### config.mk
export PLATFORM = sky130hd
export DESIGN_NAME = serial_ring_crlf_line_assembler_flat
export DESIGN_NICKNAME = d
export VERILOG_FILES = /design/src/rtl/sral_pkg.sv /design/src/rtl/sral_if.sv /design/src/rtl/serial_ring_crlf_line_assembler.sv /design/src/rtl/sral_ram.sv /design/src/flat_wrapper.sv
export SDC_FILE = /design/constraint.sdc
export NUM_CORES = 1
export LEC_CHECK = 0
export ABC_AREA = 0
export BUFFER_PORTS_ARGS = -buffer_cell sky130_fd_sc_hd__buf_2
export CAP_MARGIN = 5
export CORE_MARGIN = 1.5
export CORE_UTILIZATION = 35
export DETAILED_ROUTE_END_ITERATION = 16
export PLACE_DENSITY_LB_ADDON = 0.1
export SETUP_SLACK_MARGIN = 0.02
export SYNTH_ARGS = -nofsm -noshare
export SYNTH_HDL_FRONTEND = slang
export SYNTH_HIERARCHICAL = 1
export SYNTH_SLANG_ARGS = --single-unit
### constraint.sdc
create_clock -name clk -period 7 [get_ports clk]
set_clock_uncertainty 0.2 [all_clocks]
set_input_delay 1.4 -clock clk [delete_from_list [all_inputs] [get_ports clk]]
set_output_delay 1.4 -clock clk [all_outputs]
set_load 0.01 [all_outputs]
### src/rtl/sral_pkg.sv
// ============================================================================
// sral_pkg: shared types and constants of the serial ring line assembler
// Word kinds, store depths and the character codes used for line detection.
// ============================================================================
package sral_pkg;

    localparam int RING_DEPTH = 16;
    localparam int LINE_DEPTH = 64;
    localparam int RING_AW    = $clog2(RING_DEPTH);
    localparam int LINE_AW    = $clog2(LINE_DEPTH);

    localparam logic [7:0] CHAR_CR  = 8'h0D;
    localparam logic [7:0] CHAR_LF  = 8'h0A;
    localparam logic [7:0] CHAR_NUL = 8'h00;

    typedef enum logic [1:0] {
        KIND_RX    = 2'd0,
        KIND_TICK  = 2'd1,
        KIND_CLEAR = 2'd2,
        KIND_READ  = 2'd3
    } kind_t;

endpackage

### src/rtl/sral_if.sv
// ============================================================================
// sral_req_if / sral_rsp_if: valid/ready channels of the line assembler
// One interface for the action words and one for the result words.
// ============================================================================
interface sral_req_if;
    logic            valid;
    logic            ready;
    sral_pkg::kind_t kind;
    logic [7:0]      rx_byte;
    logic [5:0]      read_index;

    modport source (output valid, output kind, output rx_byte, output read_index,
                    input ready);
    modport sink   (input valid, input kind, input rx_byte, input read_index,
                    output ready);
endinterface

interface sral_rsp_if;
    logic       valid;
    logic       ready;
    logic [7:0] read_byte;
    logic       line_ready;
    logic [5:0] line_fill;
    logic       ring_empty;

    modport source (output valid, output read_byte, output line_ready,
                    output line_fill, output ring_empty, input ready);
    modport sink   (input valid, input read_byte, input line_ready,
                    input line_fill, input ring_empty, output ready);
endinterface

### src/rtl/serial_ring_crlf_line_assembler.sv
// ============================================================================
// serial_ring_crlf_line_assembler: byte ring feeding a CR LF line store
// Received bytes go into a ring; each tick moves one byte, if the ring holds one and no
// line is held, into the line store and flags a line once it ends in CR LF. Clear and read
// actions work on the line store.
// ============================================================================
//
//  channel | dir | words                                     | handshake
//  --------+-----+-------------------------------------------+------------
//  req     | in  | kind, rx_byte, read_index                 | valid/ready
//  rsp     | out | read_byte, line_ready, line_fill, ring_empty | valid/ready
//
// One word is accepted per cycle while the result register is free or being taken, and its
// result appears in the result register on the next cycle.
// The line store read goes through the RAM's registered read port, which
// lines up with the result register.
// A stalled result blocks new words only while the result register is full
// and not being taken.
// Reset clears pointers, flags and the line store valid bits at once.
module serial_ring_crlf_line_assembler (
    input logic       clk,
    input logic       rst_n,
    sral_req_if.sink   req,
    sral_rsp_if.source rsp
);

    // Ring store (flops, no reset: entries are undefined until written)
    logic [7:0]                   ring_mem [sral_pkg::RING_DEPTH];
    logic [sral_pkg::RING_AW-1:0] ring_wr_ptr_reg, ring_wr_ptr_next;
    logic [sral_pkg::RING_AW-1:0] ring_rd_ptr_reg, ring_rd_ptr_next;

    // Line store control; the two bytes before the fill position are mirrored
    logic [sral_pkg::LINE_AW-1:0]    line_pos_reg, line_pos_next;
    logic                            line_held_reg, line_held_next;
    logic [7:0]                      back1_reg, back1_next;
    logic [7:0]                      back2_reg, back2_next;
    logic [sral_pkg::LINE_DEPTH-1:0] line_vld_reg, line_vld_next;

    // Result register
    logic       out_valid_reg;
    logic       rd_sel_reg, rd_sel_next;
    logic       line_ready_reg;
    logic [5:0] line_fill_reg;
    logic       ring_empty_reg;

    logic                         req_fire;
    logic                         ring_we;
    logic                         move;
    logic                         line_we;
    logic                         line_re;
    logic [sral_pkg::LINE_AW-1:0] line_raddr;
    logic [7:0]                   move_byte;
    logic [7:0]                   line_rdata;

    assign req.ready = !out_valid_reg || rsp.ready;
    assign req_fire  = req.valid && req.ready;

    assign move_byte  = ring_mem[ring_rd_ptr_reg];
    assign line_raddr = sral_pkg::LINE_AW'(req.read_index);

    always_comb
    begin
        ring_wr_ptr_next = ring_wr_ptr_reg;
        ring_rd_ptr_next = ring_rd_ptr_reg;
        line_pos_next    = line_pos_reg;
        line_held_next   = line_held_reg;
        back1_next       = back1_reg;
        back2_next       = back2_reg;
        line_vld_next    = line_vld_reg;
        rd_sel_next      = 1'b0;
        ring_we          = 1'b0;
        move             = 1'b0;
        line_we          = 1'b0;
        line_re          = 1'b0;

        if (req_fire)
        begin
            case (req.kind)
                sral_pkg::KIND_RX:
                begin
                    ring_we = 1'b1;
                    if (ring_wr_ptr_reg == sral_pkg::RING_AW'(sral_pkg::RING_DEPTH - 1))
                        ring_wr_ptr_next = '0;
                    else
                        ring_wr_ptr_next = ring_wr_ptr_reg + 1'b1;
                end
                sral_pkg::KIND_TICK:
                begin
                    if (!line_held_reg)
                    begin
                        move = (ring_wr_ptr_reg != ring_rd_ptr_reg);
                        if (move)
                        begin
                            line_we                     = 1'b1;
                            line_vld_next[line_pos_reg] = 1'b1;
                            back1_next                  = move_byte;
                            back2_next                  = back1_reg;
                            if (ring_rd_ptr_reg
                                == sral_pkg::RING_AW'(sral_pkg::RING_DEPTH - 1))
                                ring_rd_ptr_next = '0;
                            else
                                ring_rd_ptr_next = ring_rd_ptr_reg + 1'b1;
                            if (line_pos_reg
                                == sral_pkg::LINE_AW'(sral_pkg::LINE_DEPTH - 1))
                                line_pos_next = '0;
                            else
                                line_pos_next = line_pos_reg + 1'b1;
                        end
                        // The test runs on the fill position after any move.
                        if (back1_next == sral_pkg::CHAR_LF
                            && back2_next == sral_pkg::CHAR_CR)
                        begin
                            line_held_next = 1'b1;
                            line_pos_next  = '0;
                        end
                    end
                end
                sral_pkg::KIND_CLEAR:
                begin
                    line_vld_next  = '0;
                    line_pos_next  = '0;
                    line_held_next = 1'b0;
                    back1_next     = sral_pkg::CHAR_NUL;
                    back2_next     = sral_pkg::CHAR_NUL;
                end
                sral_pkg::KIND_READ:
                begin
                    line_re     = 1'b1;
                    rd_sel_next = (32'(req.read_index) < sral_pkg::LINE_DEPTH)
                                  && line_vld_reg[line_raddr];
                end
                default:
                begin
                    rd_sel_next = 1'b0;
                end
            endcase
        end
    end

    always_ff @(posedge clk or negedge rst_n)
    begin
        if (!rst_n)
        begin
            ring_wr_ptr_reg <= '0;
            ring_rd_ptr_reg <= '0;
            line_pos_reg    <= '0;
            line_held_reg   <= 1'b0;
            back1_reg       <= sral_pkg::CHAR_NUL;
            back2_reg       <= sral_pkg::CHAR_NUL;
            line_vld_reg    <= '0;
            out_valid_reg   <= 1'b0;
        end
        else
        begin
            ring_wr_ptr_reg <= ring_wr_ptr_next;
            ring_rd_ptr_reg <= ring_rd_ptr_next;
            line_pos_reg    <= line_pos_next;
            line_held_reg   <= line_held_next;
            back1_reg       <= back1_next;
            back2_reg       <= back2_next;
            line_vld_reg    <= line_vld_next;
            if (req_fire)
                out_valid_reg <= 1'b1;
            else if (rsp.ready)
                out_valid_reg <= 1'b0;
        end
    end

    always_ff @(posedge clk)
    begin
        if (ring_we)
        begin
            ring_mem[ring_wr_ptr_reg] <= req.rx_byte;
        end
        if (req_fire)
        begin
            rd_sel_reg     <= rd_sel_next;
            line_ready_reg <= line_held_next;
            line_fill_reg  <= 6'(line_pos_next);
            ring_empty_reg <= (ring_wr_ptr_next == ring_rd_ptr_next);
        end
    end

    sral_ram #(
        .WIDTH (8),
        .DEPTH (sral_pkg::LINE_DEPTH)
    ) u_line_ram (
        .clk   (clk),
        .we    (line_we),
        .waddr (line_pos_reg),
        .wdata (move_byte),
        .re    (line_re),
        .raddr (line_raddr),
        .rdata (line_rdata)
    );

    assign rsp.valid      = out_valid_reg;
    assign rsp.read_byte  = rd_sel_reg ? line_rdata : sral_pkg::CHAR_NUL;
    assign rsp.line_ready = line_ready_reg;
    assign rsp.line_fill  = line_fill_reg;
    assign rsp.ring_empty = ring_empty_reg;

    // A held line always sits at fill position zero.
    assert property (@(posedge clk) disable iff (!rst_n)
        line_held_reg |-> line_pos_reg == '0)
        else $error("line held with nonzero fill position");

    // Only a clear word releases a held line.
    assert property (@(posedge clk) disable iff (!rst_n)
        line_held_reg && !(req_fire && req.kind == sral_pkg::KIND_CLEAR)
        |=> line_held_reg)
        else $error("held line dropped without a clear");

    // A clear leaves an empty, unflagged line store.
    assert property (@(posedge clk) disable iff (!rst_n)
        req_fire && req.kind == sral_pkg::KIND_CLEAR
        |=> !line_held_reg && line_pos_reg == '0 && line_vld_reg == '0)
        else $error("clear did not reset the line store");

    // Line bytes move only out of a non-empty ring and never while a line is held.
    assert property (@(posedge clk) disable iff (!rst_n)
        line_we |-> ring_wr_ptr_reg != ring_rd_ptr_reg && !line_held_reg)
        else $error("line store written from an empty ring or while held");

endmodule

### src/rtl/sral_ram.sv
// ============================================================================
// sral_ram: generic single-write, single-read RAM
// One write port and one read port; read data is registered and holds its
// value while the read enable is low.
// ============================================================================
module sral_ram #(
    parameter int WIDTH = 8,
    parameter int DEPTH = 64
) (
    input  logic                     clk,
    input  logic                     we,
    input  logic [$clog2(DEPTH)-1:0] waddr,
    input  logic [WIDTH-1:0]         wdata,
    input  logic                     re,
    input  logic [$clog2(DEPTH)-1:0] raddr,
    output logic [WIDTH-1:0]         rdata
);

    logic [WIDTH-1:0] mem [DEPTH];
    logic [WIDTH-1:0] rdata_reg;

    always_ff @(posedge clk)
    begin
        if (we)
        begin
            mem[waddr] <= wdata;
        end
        if (re)
        begin
            rdata_reg <= mem[raddr];
        end
    end

    assign rdata = rdata_reg;

endmodule

### src/flat_wrapper.sv
// flat-port wrapper written by rule: the top's interface ports become plain ports
module serial_ring_crlf_line_assembler_flat 
  (clk, rst_n, req_valid, req_kind, req_rx_byte, req_read_index, req_ready, rsp_valid, rsp_read_byte, rsp_line_ready, rsp_line_fill, rsp_ring_empty, rsp_ready);
  sral_req_if req_i ();
  sral_rsp_if rsp_i ();
  input logic clk;
  input logic rst_n;
  input wire logic [$bits(req_i.valid)-1:0] req_valid;
  input wire logic [$bits(req_i.kind)-1:0] req_kind;
  input wire logic [$bits(req_i.rx_byte)-1:0] req_rx_byte;
  input wire logic [$bits(req_i.read_index)-1:0] req_read_index;
  output wire logic [$bits(req_i.ready)-1:0] req_ready;
  output wire logic [$bits(rsp_i.valid)-1:0] rsp_valid;
  output wire logic [$bits(rsp_i.read_byte)-1:0] rsp_read_byte;
  output wire logic [$bits(rsp_i.line_ready)-1:0] rsp_line_ready;
  output wire logic [$bits(rsp_i.line_fill)-1:0] rsp_line_fill;
  output wire logic [$bits(rsp_i.ring_empty)-1:0] rsp_ring_empty;
  input wire logic [$bits(rsp_i.ready)-1:0] rsp_ready;
  assign req_i.valid = req_valid;
  assign req_i.kind = req_kind;
  assign req_i.rx_byte = req_rx_byte;
  assign req_i.read_index = req_read_index;
  assign req_ready = req_i.ready;
  assign rsp_valid = rsp_i.valid;
  assign rsp_read_byte = rsp_i.read_byte;
  assign rsp_line_ready = rsp_i.line_ready;
  assign rsp_line_fill = rsp_i.line_fill;
  assign rsp_ring_empty = rsp_i.ring_empty;
  assign rsp_i.ready = rsp_ready;
  serial_ring_crlf_line_assembler u_core (.clk(clk), .rst_n(rst_n), .req(req_i), .rsp(rsp_i));
endmodule
-- Yosys cells after proc, flatten, opt, wreduce, memory -nomap -nowiden
Memories as Yosys holds them, arrays and structs flattened. A register that Yosys moved wholly into a read port is not among the register bits.
Cells that the tools add are included.
- flip-flop bits (word level): 105
- memory bits (writable): 640
- bits of input ports: 20
- output and inout bits: 18
- word-level logic and storage cells: 95
- memories: 2
- add/subtract/negate cells: 3
- $lt $le $gt $ge: 3
- equality and inequality tests: 12
- multiplexer cells: 52
- bitwise logic cells: 1
- reduce and logical (&&, ||, !) cells: 10
- memory list (name ; words ; width ; read ports ; clocked after Yosys merged registers in ; wr ports ; RTL line ; text):
    u_core.u_line_ram.mem ; 64 ; 8 ; 1 ; 1 ; 1 ; sral_ram.sv:19 ; logic [WIDTH-1:0] mem [DEPTH];
    u_core.ring_mem ; 16 ; 8 ; 1 ; 0 ; 1 ; serial_ring_crlf_line_assembler.sv:28 ; logic [7:0] ring_mem [sral_pkg::RING_DEPTH];
- operators with widths (cell ; count):
    $mux 64 ; 2
    $pmux 64 s2 ; 1
    $mux 8 ; 11
    $or 64x64->64 ; 1
    $mux 4 ; 8
    $pmux 8 s2 ; 2
    $mux 6 ; 5
    $mux 1 ; 19
    $eq 8x4->1 const B ; 2
    $lt 6x7->1 const B ; 2
    $pmux 6 s2 ; 1
    $add 4x1->4 const B ; 2
    $eq 4x4->1 const B ; 2
    $add 6x1->6 const B ; 1
    $bmux 1 s6 ; 1
    $demux 1 s6 ; 1
    $eq 6x6->1 const B ; 1
    $ge 6x1->1 const B ; 1
    $eq 2x2->1 const B ; 2
    $eq 4x4->1 ; 1
    $ne 4x4->1 ; 1
    $reduce_and 4->1 ; 1
    $reduce_bool 2->1 ; 2
    $logic_and 1x1->1 ; 3
    other kinds (8) ; 8

-- Logic depth before layout (Yosys ltp)
- depth after elaboration: 11
- mapped depth: 11
- depth with buffers taken out: 9

-- Hierarchy
Netlist, hierarchy kept.
- modules (own cells, without submodules) (module ; instances ; cells each ; area an instance (um^2) ; sequential area each (um^2)):
    sral_ram ; 1 ; 940 ; 20246.9 ; 15615.0
    serial_ring_crlf_line_assembler ; 1 ; 727 ; 10281.1 ; 6516.2

-- Worst setup path after synthesis
No wires, ideal clock.
- path kind: reg-to-reg
- from: reg u_core/ring_rd_ptr_reg[1] (netlist bit)
- to: reg u_core.line_fill_reg[3], in the netlist u_core/rsp.line_fill[3] (data pin)
- library setup time: 0.187 ns
- arrival: 5.004 ns
- required time: 6.613 ns
- path slack: 1.609 ns
- cell stages (with the launch flop): 11
- path buffers: 2
- clock period less this slack: 5.391 ns
- cells stage by stage: dfrtp_1 buf_6 buf_12 mux4_1 o22ai_1 a211oi_1 mux2i_1 and4b_2 a21oi_2 nand2_1 o31ai_1
- cells in the longest elaborated chain, start to end: 11
- elaborated cells between the ends (all ways): 18
- classes of those cells: eq/ne: 3; mux: 13; reduce/logical: 1; memory: 1
- RTL lines (element ; RTL line ; text):
    start: declaration ; serial_ring_crlf_line_assembler.sv:30 ; logic [sral_pkg::RING_AW-1:0] ring_rd_ptr_reg, ring_rd_ptr_next;
    start signal: assignment ; serial_ring_crlf_line_assembler.sv:156 ; ring_rd_ptr_reg <= ring_rd_ptr_next;
    $mem_v2 16x8 ; n/a ;
    via u_core.move_byte[2] ; serial_ring_crlf_line_assembler.sv:52 ; logic [7:0] move_byte;
    $mux 8 ; serial_ring_crlf_line_assembler.sv:92 ; if (move)
    $mux 8 ; serial_ring_crlf_line_assembler.sv:89 ; if (!line_held_reg)
    $mux 8 ; serial_ring_crlf_line_assembler.sv:78 ; case (req.kind)
    $mux 8 ; serial_ring_crlf_line_assembler.sv:76 ; if (req_fire)
    $eq 8x4->1 ; serial_ring_crlf_line_assembler.sv:110 ; if (back1_next == sral_pkg::CHAR_LF
    $logic_and 1x1->1 ; serial_ring_crlf_line_assembler.sv:111 ; && back2_next == sral_pkg::CHAR_CR)
    $mux 6 ; serial_ring_crlf_line_assembler.sv:110 ;
    $mux 6 ; serial_ring_crlf_line_assembler.sv:89 ;
    $pmux 6 s2 ; serial_ring_crlf_line_assembler.sv:78 ;
    $mux 6 ; serial_ring_crlf_line_assembler.sv:76 ;
    via u_core.line_pos_next (one bit) ; serial_ring_crlf_line_assembler.sv:33 ; logic [sral_pkg::LINE_AW-1:0] line_pos_reg, line_pos_next;
    end signal: assignment ; serial_ring_crlf_line_assembler.sv:179 ; line_fill_reg <= 6'(line_pos_next);
    end: declaration ; serial_ring_crlf_line_assembler.sv:43 ; logic [5:0] line_fill_reg;
The timed path passes the listed nets, and every way through them passes these cells. The select of a mux whose other input is x is not followed.
A chain may end at the register's enable or synchronous reset.

-- Worst setup path in the final report
- from: reg u_core/ring_rd_ptr_reg[3] (netlist bit)
- to: mem u_core.u_line_ram.mem[27][1] (enable)
- cells in the longest elaborated chain, start to end: 7
- RTL lines (element ; RTL line ; text):
    $ne 4x4->1 ; serial_ring_crlf_line_assembler.sv:91 ; move = (ring_wr_ptr_reg != ring_rd_ptr_reg);
    $mux 1 ; serial_ring_crlf_line_assembler.sv:92 ;
    $mux 1 ; serial_ring_crlf_line_assembler.sv:89 ;
    $mux 1 ; serial_ring_crlf_line_assembler.sv:78 ;
    $mux 1 ; serial_ring_crlf_line_assembler.sv:76 ;
    via u_core.line_we ; serial_ring_crlf_line_assembler.sv:49 ; logic line_we;
    $mux 1 ; sral_ram.sv:24 ; if (we)
    $mux 1 (not written as such) ; sral_ram.sv:26 ; mem[waddr] <= wdata;
    end: declaration ; sral_ram.sv:19 ;
The timed path passes the listed nets, and every way through them passes these cells.

==> qor.txt <==
Final setup fails = 0
Flop2flop setup slack = 2260 ps
Post-route DRC = 0
Setup TNS = 0 ps
Post-cts resize count = 0
Mapped Area = 30530 µm²
Area share of the largest cell type after synthesis = 0.6463
RSZ-0062 raised after global routing = no
Power Internal = 9.283 mW
Pwr Density = 385.2 nW/µm²
Port-buffer cells = 37
Largest net degree at the start of global routing = 66
Root Buffer = clkbuf_16
Total wire length = 78620 µm
GRT Residual Overflow = 0
Antenna Nets Post-Route = 0
Number of hold buffers added after cts = 0
Max-Cap Viols = 0
Leading post-synthesis cells by cell area = edfxtp_1 65%, mux4_2 12%, dfrtp_1 7.9%, nor2_1 2.2%, mux2i_1 1.3%
Leakage = 11.42 nW
I/O pins = 38
Flop pwr share = 0.465
CTS HTree Levels = 3
Relative slew slack = 0.1601
Final nets = 1759
Clk sink count = 753
Final worst slack = 2261 ps
Die Y = 298.3 µm
Sequential share of the synthesized area = 0.7249
First-pass iteration count of the detailed router = 5
Post-layout min period = 4739 ps
Ys Warns = 6
Outcome = completed
WL per Instance = 26.64 µm
CTS tree = yes
Largest area contributor in the netlist = edfxtp_1
Placed insts = 2798
CP top delay family = simple AND/OR/NAND/NOR gates
Final core utilization = 0.4007
Logic pwr share = 0.209
EDFF count, synth = 657
Initial antenna violation count = 0
Worst-Margin Slew = 1257 ps
Asr flop ratio synth = 0.1275
Vias in the first global route = 16.39k
Global Route Usage Sum = 0.1778
Worst-path fanout max = 23
Post-Layout Cell Count = 2951
Final Cycle Share = 0.6770
Synth cell count leaders = 657 x edfxtp_1, 176 x nor2_1, 161 x mux4_2, 96 x dfrtp_1, 66 x a21oi_1
CTS Buf Count = 84
Die area = 89000 µm²
Design area = 34710 µm²
Die X = 298.3 µm
CP bufs+invs = 0
Hold crit path type = reg -> reg
Netlist cell types = 78
First-pass GRT wire length = 115600 µm
CP Class = reg -> reg
Detailed placement HPWL = 48660 µm
FF+latch count, synth = 753
Via-to-Cell Ratio = 5.354
Syn nets = 1697
Clk pwr share = 0.326
Final Max Slew Viols = 0
Peak VDD IR = 0.4390 mV
Core region area = 86620 µm²
Initial Utilization = 0.3524
Synth-to-layout area growth = 13.69%
Layout cells sized above 1 = 0.2261
Switch share = 0.3056
Required @ worst endpoint = 7050 ps
Mean Syn Cell Area = 18.31 µm²
Worst slack, placed = 1762 ps
Fmax = 211.0 MHz
Slowest stage delay, CP = 900 ps
Post-CTS Setup Bufs = 0
Most used DFF post-synth = edfxtp_1
Max reg flops = 512
ANT cells = 0
Dpl cell area = 31980 µm²
Final Hold Fails = 0
CP startpoint kind = flop
Fillers = 7755
Row count = 108
Vias = 15.80k
Clock latency at the later pin of the worst-skew pair = 640 ps
Clk buf depth = 3
Mapped Cells = 1667
Sw power = 4.086 mW
Worst setup EP type = flop
Routability Congestion = 0.7733
Critical-path top delay cell = nor3_2
Top-count cell post-synth = edfxtp_1
Worst-path clk slew = 60 ps
DRT iter0 DRCs = 1120
CP Cell Sequence = xnor2_1, and4_1, nor3_2, nand3_1, nor2_1
Crit path arrival time = 4790 ps
==> metrics by stage <==
step,hold slack [ps],power [mW]
after floorplan,257.3,7.821
after global placement,272.9,9.228
after detailed placement,279.8,9.230
after CTS,293.9,13.60
after global routing,305.3,13.92
final,292.3,13.37
==> worst register-to-register path: stages, from the launching register on <==
cell and delay, ps:
dfrtp_1 860, xnor2_1 210, and4_1 420, nor3_2 900
nand3_1 900, nor2_1 850
==> power by group through the flow <==
stage / sequential, mW / combinational, mW / clock, mW
finish: 6.22 / 2.79 / 4.36
global route: 6.24 / 3.03 / 4.66
CTS: 6.22 / 2.90 / 4.48
detailed placement: 6.31 / 2.92 / 0
global placement: 6.31 / 2.92 / 0
floorplan: 6.28 / 1.54 / 0
==> metal layers <==
metal,wire length [µm],global-route usage,share of wire
met3,4034,0.03170,0.051
met1,35570,0.2540,0.45
met2,37280,0.2821,0.47
met5,0,0,0
met4,1744,0.04532,0.022
==> cells by family after synthesis <==
| family | share of synthesized area |
|---|---|
| AO/OA/AOI/OAI | 0.04332 |
| XOR/XNOR | 0.002869 |
| adder cells (fa/ha/maj) | 0.004099 |
| buffers and inverters | 0.01992 |
| flip-flops | 0.7249 |
| multiplexers | 0.1472 |
| AND/OR/NAND/NOR | 0.05767 |
==> area by class of cell <==
cell class / instances / area [µm²] / share of cell area
flip-flops and latches: 753 / 22130 / 0.6377
multi-input cells: 812 / 7924 / 0.2283
clock buffers: 105 / 2191 / 0.06313
well taps: 1155 / 1445 / 0.04164
clock inverters: 48 / 535.5 / 0.01543
repair buffers: 65 / 429.2 / 0.01237
inverters: 13 / 48.80 / 0.001406
==> worst paths after layout <==
path                                                startpoint                                      to  cells past startpoint
min reg2reg                u_core/line_vld_reg[45]$_DFFE_PN0P_     u_core/line_vld_reg[45]$_DFFE_PN0P_                      2
max                        u_core/ring_rd_ptr_reg[3]$_DFF_PN0_  u_core/u_line_ram/mem[27][1]$_DFFE_PP_                      5
min in group asynchronous                                rst_n      u_core/line_vld_reg[2]$_DFFE_PN0P_                      1
max reg2reg                u_core/ring_rd_ptr_reg[3]$_DFF_PN0_  u_core/u_line_ram/mem[27][1]$_DFFE_PP_                      5
max in group asynchronous                                rst_n     u_core/ring_rd_ptr_reg[2]$_DFF_PN0_                      2
min                        u_core/line_vld_reg[45]$_DFFE_PN0P_     u_core/line_vld_reg[45]$_DFFE_PN0P_                      2
==> cells in the final DEF, fill, tap and decap left out, drive strengths merged, types with 6 or more instances in the layout <==
master,count
edfxtp,657
nor2,176
mux4,168
clkbuf,105
dfrtp,96
a21oi,67
buf,65
nand2,43
mux2i,40
clkinv,33
mux2,24
nor2b,23
nor3,23
nand3,20
o21ai,19
o22ai,18
inv,17
nand2b,16
a22o,15
and2,14
ha,10
bufinv,9
o221ai,9
nor4,8
xnor2,7
nand4,7
a211oi,7
a2111oi,7
a221oi,6
No activity file was read; power rests on OpenSTA's default activity.
